[config.mk]
export PLATFORM = sky130hd
export DESIGN_NAME = stepper_phase_sequencer
export DESIGN_NICKNAME = d
export VERILOG_FILES = /design/src/sv/sps_pkg.sv /design/src/sv/stepper_phase_sequencer.sv /design/src/sv/sps_cycle_count.sv /design/src/sv/sps_core.sv
export SDC_FILE = /design/constraint.sdc
export NUM_CORES = 1
export LEC_CHECK = 0
export BUFFER_PORTS_ARGS = -buffer_cell sky130_fd_sc_hd__buf_2
export CORE_ASPECT_RATIO = 1.5
export CORE_MARGIN = 2
export CORE_UTILIZATION = 50
export CTS_CLUSTER_SIZE = 8
export DETAILED_ROUTE_END_ITERATION = 8
export HOLD_SLACK_MARGIN = 0.02
export PLACE_DENSITY = 0.75
export SYNTH_ARGS = -nofsm -noshare
export SYNTH_HDL_FRONTEND = slang
export SYNTH_SLANG_ARGS = --single-unit
[constraint.sdc]
create_clock -name aclk -period 7.6 [get_ports aclk]
set_clock_uncertainty 0.05 [all_clocks]
set_input_delay 1.52 -clock aclk [delete_from_list [all_inputs] [get_ports aclk]]
set_output_delay 1.52 -clock aclk [all_outputs]
set_load 0.02 [all_outputs]
[src/sv/sps_pkg.sv]
// Shared types, constants and coil tables for the stepper phase sequencer.
`timescale 1ns / 1ps
`default_nettype none

package sps_pkg;

    // Field widths
    localparam int unsigned CMD_W     = 2;
    localparam int unsigned ANGLE_W   = 10;
    localparam int unsigned MODE_W    = 2;
    localparam int unsigned HOLD_W    = 8;
    localparam int unsigned COIL_W    = 4;
    localparam int unsigned PHASE_W   = 3;
    localparam int unsigned CYCLES_W  = 11;
    localparam int unsigned S_TDATA_W = 16;
    localparam int unsigned M_TDATA_W = 8;
    localparam int unsigned CFG_ADDR_W = 1;

    localparam int unsigned MAX_ANGLE_DEG = 1023;

    // cycles = (64*a + 44) / 45, done as x * ceil(2^23/45) >> 23 (exact for x < 2^17)
    localparam int unsigned CYC_SCALE_W = 6;
    localparam int unsigned CYC_X_W     = ANGLE_W + CYC_SCALE_W + 1;
    localparam int unsigned CYC_ROUND   = 44;
    localparam int unsigned RECIP_SHIFT = 23;
    localparam int unsigned RECIP_MUL   = 186414;
    localparam int unsigned RECIP_W     = 18;
    localparam int unsigned PROD_W      = CYC_X_W + RECIP_W;

    // Commands
    localparam logic [CMD_W-1:0] CMD_TICK  = 2'd0;
    localparam logic [CMD_W-1:0] CMD_START = 2'd1;
    localparam logic [CMD_W-1:0] CMD_STOP  = 2'd2;

    // Step modes
    localparam logic [MODE_W-1:0] MODE_HALF = 2'd0;
    localparam logic [MODE_W-1:0] MODE_WAVE = 2'd1;
    localparam logic [MODE_W-1:0] MODE_TWO  = 2'd2;

    // Register indexes
    localparam logic [CFG_ADDR_W-1:0] REG_STEP_MODE  = 1'd0;
    localparam logic [CFG_ADDR_W-1:0] REG_HOLD_TICKS = 1'd1;

    localparam logic [MODE_W-1:0] STEP_MODE_RST  = MODE_HALF;
    localparam logic [HOLD_W-1:0] HOLD_TICKS_RST = 8'd2;
    localparam logic [COIL_W-1:0] COILS_OFF      = 4'hF;

    // Coil tables, ascending order, bit3..bit0 = D C B A, active low
    localparam logic [COIL_W-1:0] HALF_TAB [8] =
        '{4'hE, 4'hC, 4'hD, 4'h9, 4'hB, 4'h3, 4'h7, 4'h6};
    localparam logic [COIL_W-1:0] WAVE_TAB [4] = '{4'hE, 4'hD, 4'hB, 4'h7};
    localparam logic [COIL_W-1:0] TWO_TAB  [4] = '{4'h6, 4'hC, 4'h9, 4'h3};

    typedef struct packed {
        logic [CMD_W-1:0]   cmd;
        logic               direction;
        logic [ANGLE_W-1:0] angle_deg;
    } item_t;

    typedef struct packed {
        logic              rejected;
        logic              move_done;
        logic              busy_res;
        logic [COIL_W-1:0] coil_lines;
    } result_t;

    // Pattern at play position pos; descending play mirrors the table.
    function automatic logic [COIL_W-1:0] coil_lookup(
        input logic [MODE_W-1:0]  mode,
        input logic               dir,
        input logic [PHASE_W-1:0] pos
    );
        logic [PHASE_W-1:0] idx;
        logic [COIL_W-1:0]  pat;
        idx = dir ? pos : ~pos;
        case (mode)
            MODE_HALF: pat = HALF_TAB[idx];
            MODE_WAVE: pat = WAVE_TAB[idx[1:0]];
            default:   pat = TWO_TAB[idx[1:0]];
        endcase
        return pat;
    endfunction

endpackage

`default_nettype wire

[src/sv/stepper_phase_sequencer.sv]
// Top level of the unipolar stepper phase sequencer.
//
// Usage:
//   Input stream (s_*): one request per command. s_tuser carries the command
//   (tick, start, stop); s_tdata carries direction and angle for a start.
//   Output stream (m_*): exactly one result per request, in order: coil line
//   levels (active low), busy, move-done and rejected flags.
//   Config port (cfg_*): step_mode (index 0) and step_hold_ticks (index 1),
//   written on any clock with cfg_we high; write only while idle.
// Pipeline: a request passes through two stages, the input register and then
//   the result register.
// Throughput: one request per cycle sustained while m_tready is high. The
//   whole state update (cycle-count multiply, counters, pattern table) fits
//   between the two registers, so back-to-back requests are taken.
// Stall: if m_tready is low the result register holds; one more request can
//   wait in the input register, then s_tready drops until the output drains.
// Reset (aresetn low, synchronous): both stages empty, coils all released
//   (4'hF), move idle, step_mode = half-step, step_hold_ticks = 2.
`timescale 1ns / 1ps
`default_nettype none

module stepper_phase_sequencer #(
    parameter int unsigned MAX_ANGLE_DEG = sps_pkg::MAX_ANGLE_DEG
) (
    input  wire logic                              aclk,
    input  wire logic                              aresetn,
    // input channel
    input  wire logic                              s_tvalid,
    output logic                                   s_tready,
    // [0] direction, [10:1] angle_deg, [15:11] zero
    input  wire logic [sps_pkg::S_TDATA_W-1:0]     s_tdata,
    // [1:0] cmd
    input  wire logic [sps_pkg::CMD_W-1:0]         s_tuser,
    // result channel
    output logic                                   m_tvalid,
    input  wire logic                              m_tready,
    // [3:0] coil_lines, [4] busy_res, [5] move_done, [6] rejected, [7] zero
    output logic      [sps_pkg::M_TDATA_W-1:0]     m_tdata,
    // configuration
    input  wire logic                              cfg_we,
    input  wire logic [sps_pkg::CFG_ADDR_W-1:0]    cfg_addr,
    input  wire logic [sps_pkg::HOLD_W-1:0]        cfg_wdata
);

    logic                        in_valid_reg;
    sps_pkg::item_t              item_reg;
    logic                        out_valid_reg;
    sps_pkg::result_t            res_reg;
    sps_pkg::result_t            res_next;
    logic [sps_pkg::MODE_W-1:0]  step_mode_reg;
    logic [sps_pkg::HOLD_W-1:0]  hold_ticks_reg;
    logic                        advance;
    logic                        exec;

    // Output stage frees when empty or taken; input stage frees when it moves on.
    assign advance  = !out_valid_reg || m_tready;
    assign exec     = in_valid_reg && advance;
    assign s_tready = !in_valid_reg || advance;

    // Configuration registers
    always_ff @(posedge aclk) begin
        if (!aresetn) begin
            step_mode_reg  <= sps_pkg::STEP_MODE_RST;
            hold_ticks_reg <= sps_pkg::HOLD_TICKS_RST;
        end else if (cfg_we) begin
            case (cfg_addr)
                sps_pkg::REG_STEP_MODE:  step_mode_reg  <= cfg_wdata[sps_pkg::MODE_W-1:0];
                sps_pkg::REG_HOLD_TICKS: hold_ticks_reg <= cfg_wdata;
                default: begin
                end
            endcase
        end
    end

    // Input register
    always_ff @(posedge aclk) begin
        if (!aresetn) begin
            in_valid_reg <= 1'b0;
        end else if (s_tready) begin
            in_valid_reg <= s_tvalid;
        end
    end

    always_ff @(posedge aclk) begin
        if (s_tvalid && s_tready) begin
            item_reg.cmd       <= s_tuser;
            item_reg.direction <= s_tdata[0];
            item_reg.angle_deg <= s_tdata[sps_pkg::ANGLE_W:1];
        end
    end

    sps_core #(
        .MAX_ANGLE_DEG(MAX_ANGLE_DEG)
    ) u_core (
        .aclk           (aclk),
        .aresetn        (aresetn),
        .exec           (exec),
        .item           (item_reg),
        .step_mode      (step_mode_reg),
        .step_hold_ticks(hold_ticks_reg),
        .result         (res_next)
    );

    // Result register
    always_ff @(posedge aclk) begin
        if (!aresetn) begin
            out_valid_reg <= 1'b0;
        end else if (advance) begin
            out_valid_reg <= in_valid_reg;
        end
    end

    always_ff @(posedge aclk) begin
        if (exec) begin
            res_reg <= res_next;
        end
    end

    assign m_tvalid = out_valid_reg;
    assign m_tdata  = sps_pkg::M_TDATA_W'(res_reg);

endmodule

`default_nettype wire

[src/sv/sps_cycle_count.sv]
// Angle to sequence-cycle count: ceil(64*angle/45) by reciprocal multiply.
`timescale 1ns / 1ps
`default_nettype none

module sps_cycle_count #(
    parameter int unsigned MAX_ANGLE_DEG = sps_pkg::MAX_ANGLE_DEG
) (
    input  wire logic [sps_pkg::ANGLE_W-1:0]  angle_deg,
    output logic      [sps_pkg::CYCLES_W-1:0] cycles
);

    localparam int unsigned ANGLE_MAX = (2 ** sps_pkg::ANGLE_W) - 1;
    localparam logic [sps_pkg::ANGLE_W-1:0] ANGLE_CAP =
        (MAX_ANGLE_DEG > ANGLE_MAX) ? sps_pkg::ANGLE_W'(ANGLE_MAX)
                                    : sps_pkg::ANGLE_W'(MAX_ANGLE_DEG);

    logic [sps_pkg::ANGLE_W-1:0] angle_sat;
    logic [sps_pkg::CYC_X_W-1:0] numer;
    logic [sps_pkg::PROD_W-1:0]  prod;

    always_comb begin
        angle_sat = (angle_deg > ANGLE_CAP) ? ANGLE_CAP : angle_deg;
        numer = {1'b0, angle_sat, {sps_pkg::CYC_SCALE_W{1'b0}}}
              + sps_pkg::CYC_X_W'(sps_pkg::CYC_ROUND);
        prod = sps_pkg::PROD_W'(numer) * sps_pkg::PROD_W'(sps_pkg::RECIP_MUL);
        cycles = prod[sps_pkg::RECIP_SHIFT +: sps_pkg::CYCLES_W];
    end

endmodule

`default_nettype wire

[src/sv/sps_core.sv]
// Move state and per-item update: coil pattern, phase, cycle and hold counters.
`timescale 1ns / 1ps
`default_nettype none

module sps_core #(
    parameter int unsigned MAX_ANGLE_DEG = sps_pkg::MAX_ANGLE_DEG
) (
    input  wire logic                        aclk,
    input  wire logic                        aresetn,
    input  wire logic                        exec,
    input  wire sps_pkg::item_t              item,
    input  wire logic [sps_pkg::MODE_W-1:0]  step_mode,
    input  wire logic [sps_pkg::HOLD_W-1:0]  step_hold_ticks,
    output sps_pkg::result_t                 result
);

    logic [sps_pkg::COIL_W-1:0]   coil_reg,   coil_next;
    logic [sps_pkg::PHASE_W-1:0]  phase_reg,  phase_next;
    logic [sps_pkg::CYCLES_W-1:0] cycles_reg, cycles_next;
    logic [sps_pkg::HOLD_W-1:0]   hold_reg,   hold_next;
    logic                         moving_reg, moving_next;
    logic                         dir_reg,    dir_next;

    logic [sps_pkg::CYCLES_W-1:0] start_cycles;
    logic [sps_pkg::PHASE_W:0]    n_pat;
    logic [sps_pkg::PHASE_W:0]    next_pos;
    logic [sps_pkg::HOLD_W-1:0]   eff_hold;
    logic [sps_pkg::HOLD_W-1:0]   hold_dec;
    logic [sps_pkg::CYCLES_W-1:0] cyc_dec;
    logic                         finished;
    logic                         done;
    logic                         rej;

    sps_cycle_count #(
        .MAX_ANGLE_DEG(MAX_ANGLE_DEG)
    ) u_cycle_count (
        .angle_deg(item.angle_deg),
        .cycles   (start_cycles)
    );

    always_comb begin
        case (step_mode)
            sps_pkg::MODE_HALF: n_pat = (sps_pkg::PHASE_W+1)'(8);
            sps_pkg::MODE_WAVE: n_pat = (sps_pkg::PHASE_W+1)'(4);
            sps_pkg::MODE_TWO:  n_pat = (sps_pkg::PHASE_W+1)'(4);
            default:            n_pat = '0;
        endcase
        eff_hold = (step_hold_ticks == '0) ? sps_pkg::HOLD_W'(1) : step_hold_ticks;

        coil_next   = coil_reg;
        phase_next  = phase_reg;
        cycles_next = cycles_reg;
        hold_next   = hold_reg;
        moving_next = moving_reg;
        dir_next    = dir_reg;
        done        = 1'b0;
        rej         = 1'b0;
        hold_dec    = '0;
        cyc_dec     = cycles_reg;
        next_pos    = '0;
        finished    = 1'b0;

        case (item.cmd)
            sps_pkg::CMD_START: begin
                if (moving_reg) begin
                    rej = 1'b1;
                end else if (n_pat == '0 || start_cycles == '0) begin
                    done = 1'b1;
                end else begin
                    dir_next    = item.direction;
                    moving_next = 1'b1;
                    cycles_next = start_cycles;
                    phase_next  = '0;
                    hold_next   = eff_hold;
                    coil_next   = sps_pkg::coil_lookup(step_mode, item.direction, '0);
                end
            end
            sps_pkg::CMD_STOP: begin
                coil_next   = sps_pkg::COILS_OFF;
                moving_next = 1'b0;
                phase_next  = '0;
                cycles_next = '0;
                hold_next   = '0;
            end
            sps_pkg::CMD_TICK: begin
                if (moving_reg) begin
                    hold_dec  = (hold_reg != '0) ? hold_reg - 1'b1 : '0;
                    hold_next = hold_dec;
                    if (hold_dec == '0) begin
                        next_pos = {1'b0, phase_reg} + 1'b1;
                        if (n_pat == '0) begin
                            finished = 1'b1;
                        end else if (next_pos >= n_pat) begin
                            // end of a sequence cycle
                            cyc_dec = (cycles_reg != '0) ? cycles_reg - 1'b1 : '0;
                            cycles_next = cyc_dec;
                            if (cyc_dec == '0) begin
                                finished = 1'b1;
                            end else begin
                                next_pos = '0;
                            end
                        end
                        if (finished) begin
                            moving_next = 1'b0;
                            phase_next  = '0;
                            cycles_next = '0;
                            hold_next   = '0;
                            done        = 1'b1;
                        end else begin
                            phase_next = next_pos[sps_pkg::PHASE_W-1:0];
                            hold_next  = eff_hold;
                            coil_next  = sps_pkg::coil_lookup(step_mode, dir_reg,
                                             next_pos[sps_pkg::PHASE_W-1:0]);
                        end
                    end
                end
            end
            default: begin
                // unused command: state shown as is
            end
        endcase

        result.coil_lines = coil_next;
        result.busy_res   = moving_next;
        result.move_done  = done;
        result.rejected   = rej;
    end

    always_ff @(posedge aclk) begin
        if (!aresetn) begin
            coil_reg   <= sps_pkg::COILS_OFF;
            phase_reg  <= '0;
            cycles_reg <= '0;
            hold_reg   <= '0;
            moving_reg <= 1'b0;
            dir_reg    <= 1'b0;
        end else if (exec) begin
            coil_reg   <= coil_next;
            phase_reg  <= phase_next;
            cycles_reg <= cycles_next;
            hold_reg   <= hold_next;
            moving_reg <= moving_next;
            dir_reg    <= dir_next;
        end
    end

endmodule

`default_nettype wire
---- Word-level counts from Yosys, hierarchy flattened ----
Memories as Yosys holds them, arrays and structs flattened.
Index checks and enable logic that the tools add are counted.
operators by class
  $mul .................................... 1
  order comparisons ....................... 6
  mux-type cells .......................... 76
  reductions and logical operators ........ 24
  bitwise gates (word level) .............. 8
  equality and inequality tests ........... 10
  $add $sub $neg .......................... 4
operators by type and width
  operator                  number
  $mux W11                  8
  $mux W4                   17
  $mux W8                   7
  $mux W3                   13
  $mul A17 B17 Y33 const B  1
  $pmux W11 S3              1
  $bmux W4 S2               4
  $pmux W4 S2               3
  $pmux W8 S3               1
  $logic_not A11 Y1         2
  $add A16 B6 Y17 const B   1
  $mux W1                   17
  $logic_not A8 Y1          2
  $pmux W4 S3               1
  $reduce_bool A11 Y1       1
  $sub A11 B1 Y11 const B   1
  $gt A10 B10 Y1 const B    1
  $mux W10                  1
  $pmux W3 S3               1
  $ge A4 B4 Y1 const B      2
  $not A3 Y4                2
  $reduce_and A8 Y1         1
  $reduce_bool A8 Y1        1
  $sub A8 B1 Y8 const B     1
  25 further kinds          39
word-level totals
  input port bits ......................... 32
  output and inout port bits .............. 10
  memory bits (read-only) ................. 64
  logic and storage cells ................. 148
  memories kept ........................... 2
  bits in registers ....................... 60
memories
  name             words  bits a word  rd ports  clocked after Yosys merged registers in  write ports  line           RTL
  (no name shown)  8      4            1         0                                        0            sps_pkg.sv:77  MODE_HALF: pat = HALF_TAB[idx];
  (no name shown)  8      4            1         0                                        0            sps_pkg.sv:77

---- Logic depth before layout (Yosys ltp) ----
  depth in word-level cells ............... 20
  depth in mapped cells ................... 26
  mapped depth without buffers ............ 22

---- Cells and area by module ----
From an unflattened synthesis, not the netlist that was laid out.
unflattened totals
  cell total of the unflattened synthesis .. 851
  area total of the unflattened synthesis .. 7347.0 sq um
by module, submodules not included
  module                   instances  area each (sq um)  cells an instance  seq. area each (sq um)
  sps_cycle_count          1          3437.0             392                0.0
  sps_core                 1          2806.4             382                560.5
  stepper_phase_sequencer  1          1103.6             77                 840.8

---- Worst setup path before layout ----
Ideal clock, no wire load.
  path type ............................... register -> register
  start point ............................. register, netlist name item_reg[1]
  end point ............................... register res_reg, in the netlist m_tdata[3], data pin
  slack ................................... 1.480 ns
  arrival time ............................ 5.815 ns
  library setup time ...................... 0.255 ns
  period minus slack after synthesis ...... 6.120 ns
  stages on the path, launching flop included .. 24
  data required time ...................... 7.295 ns
  path through ............................ edfxtp_1 > clkbuf_1 > ha_1 > xor2_1 > ha_1 > inv_1 > fa_1 > fa_1 > inv_1 > ha_1 > ha_1 > ha_1 > buf_2 > and2_1 > buf_2 > a21o_1 > nor4b_1 > nor4_1 > a2111oi_1 > nand4_1 > o211ai_4 > nor2_2 > or3_1 > and3_1
RTL lines
  what                  line                            RTL
  end signal, assigned  stepper_phase_sequencer.sv:115  res_reg <= res_next;
  end, declared         stepper_phase_sequencer.sv:48   sps_pkg::result_t res_reg;

==> flow_summary.json <==
{
  "globalRouteMet1Util_pct": 22.3,
  "p_total_uw": 2570,
  "route.detailed.drc": 0,
  "avgViaCountPerCell": 5.66,
  "fin_nets": 1065,
  "grt_pass1_vias": 6236,
  "grt-ovfl-total": 0,
  "ioPinCount": 42,
  "initial_core_util_pct": 50.5,
  "synth_cells": 861,
  "drt_iter0_markers": 252,
  "firstDrtPassIters": 5,
  "antenna_found_initial": 0,
  "clk_pin_slew_worst_paths_ns": 0.06,
  "grt_usage_pct": 23.4,
  "layout.cells.non_filler": 1075,
  "post_cts_buffers": 0,
  "ant_nets": 0,
  "routed_wl_um": 16800,
  "peakVddDrop_mv": 0.154,
  "rr_endpoint": "m_tdata[3]",
  "p_leak_uw": 0.00373,
  "grt_pass1_wl_um": 28100,
  "htreeDepth": 3,
  "ys.flop_type": "dfxtp_1",
  "insertion_delay_ns": 0.36,
  "synth_nets": 1052,
  "startpoint_type": "flop",
  "finalCriticalPeriod_ns": 6.65,
  "worst_slew_pin_slew_ns": 0.703,
  "yosys_warnings": 0,
  "seq_area_frac_synth_pct": 19.3,
  "vias": 6086,
  "fin_crit_sh_pct": 87.5,
  "hold_ws_ns": 0.428,
  "antennaDiodeCount": 0,
  "clockRootBuffer": "clkbuf_16",
  "layout_common_cells": "inv_1, ha_1, nor2_1",
  "synth_seq_cells": 60,
  "die_x_um": 102,
  "place_inst": 1059,
  "powerDensity_nw_per_um2": 328,
  "netlist_top_cells_area": "ha_1, fa_1, dfxtp_1",
  "r2r_start": "item_reg[3]",
  "synth.largest_area_cell": "ha_1",
  "drive_above_1_share_pct": 9.33,
  "rsz0062_at_grt": "no",
  "cts_buffers": 9,
  "final_common_cell": "inv_1",
  "path_class": "reg -> reg",
  "cts.sinks": 60,
  "cts_resized": 0,
  "use_met2_pct": 43.9,
  "worstHoldPathType": "reg -> reg",
  "synth_cell_types": 85,
  "place_ws_ns": 0.963,
  "status": "finished, final reports clean",
  "use_met3_pct": 4.27,
  "core_area_um2": 14400,
  "top_usage_layer": "met2",
  "async_reset_ff_share_pct": 0,
  "hold_violations": 0,
  "synth_edf_count": 20,
  "clock_path_buffers": 2,
  "place_congestion": 0.923,
  "largest_reg_flops": 13,
  "cts_tree": "yes",
  "r2r_slack_ns": 0.95,
  "cp-endpoint": "m_tdata[3]",
  "worstPathRequired_ns": 7.65,
  "syn_to_final_growth_pct": 7.93,
  "row_count": 54,
  "chipHeight_um": 152,
  "reg2regPathDepth": 21,
  "place_hpwl_um": 13600,
  "synth_top_area_share_pct": 20.1,
  "die_area_um2": 15500,
  "worst_slack_ns": 0.946,
  "slew-limit-headroom_pct": 53.1,
  "hold_buffers": 0,
  "cp-end-kind": "flop",
  "crit_fanout": 14,
  "cap_violations": 0,
  "numPortBuffers": 35,
  "worstHoldStart": "hold_ticks_reg[6]",
  "cp-startpoint": "item_reg[3]",
  "grt_max_degree": 27,
  "wl_per_cell_um": 15.6,
  "arrival_ns": 6.71,
  "setup_viol": 0,
  "drv_slew": 0,
  "synth.avg_cell_area_um2": 8.44,
  "setup-tns-final_ns": 0,
  "netlist_area_um2": 7270,
  "fmax_mhz": 150
}
[where the power goes]
part | internal, uW | switching (uW)
clock network | 249 | 171
registers | 355 | 30.5
logic | 686 | 1080
[how the worst min path moves through the flow]
stage	end	cells after the start
floorplan	hold_ticks_reg[0]	2
global placement	hold_ticks_reg[5]	2
detailed placement	hold_ticks_reg[0]	2
CTS	hold_ticks_reg[6]	2
global route	hold_ticks_reg[2]	2
finish	hold_ticks_reg[6]	2
[critical path, stage by stage (launching register included)]
cell,delay [ns]
edfxtp_1,0.50
ha_1,0.44
xor2_1,0.20
ha_1,0.19
a21oi_1,0.21
fa_1,0.48
fa_1,0.54
inv_1,0.04
ha_1,0.29
ha_1,0.29
ha_1,0.53
nand4_1,0.21
nor2_1,0.18
nor4b_2,0.26
a211oi_2,0.12
and2_1,0.20
a2111oi_1,0.37
nand4_1,0.26
o211ai_4,0.39
nor2_2,0.10
or3_1,0.37
and3_1,0.16
[per-layer routing]
metal	routed length, um	vias up
li1	-	3000
met1	6220	2888
met2	8980	130
met3	501	68
met4	1060	0
met5	0	-
[synthesized netlist by cell type, types with 8 or more instances]
| master | number |
|---|---|
| ha_1 | 117 |
| nor3_1 | 16 |
| a21o_1 | 9 |
| edfxtp_1 | 20 |
| dfxtp_1 | 40 |
| xor2_1 | 14 |
| xnor2_1 | 12 |
| nand2_1 | 51 |
| nor2_1 | 67 |
| fa_1 | 42 |
| nor2b_1 | 8 |
| nand4_1 | 11 |
| o211ai_1 | 10 |
| a21oi_1 | 54 |
| o21ai_0 | 41 |
| clkbuf_1 | 26 |
| inv_1 | 136 |
| nand3_1 | 19 |
| nand2b_1 | 9 |
| a211oi_1 | 10 |
[stage by stage]
| stage | util, % | area, um2 |
|---|---|---|
| floorplan | - | 7270 |
| global placement | 52.5 | 7550 |
| detailed placement | 52.5 | 7550 |
| CTS | 54.5 | 7850 |
| global route | 54.5 | 7850 |
| finish | 54.5 | 7850 |
[cell families (layout without fill, tap and decap cells)]
kind of cell / Yosys count / after routing / synth area share, %
compound gates: 201 / 201 / 19.1
other cells: 1 / 1 / 0.0516
mux: 7 / 7 / 0.964
xor+xnor: 27 / 27 / 3.36
simple gates: 231 / 231 / 16.1
fa+ha+maj: 159 / 159 / 31.7
buf+inv: 175 / 193 / 9.50
flops: 60 / 60 / 19.3
[cell type report]
cell class | count | area, um2
Multi-Input combinational cell | 626 | 5180
Clock buffer | 11 | 264
Timing Repair Buffer | 40 | 213
Inverter | 137 | 514
Clock inverter | 5 | 31.3
Sequential cell | 60 | 1400
Tap cell | 196 | 245
Fill cell | 1353 | 6550
Power figures use the tool's default switching activity.
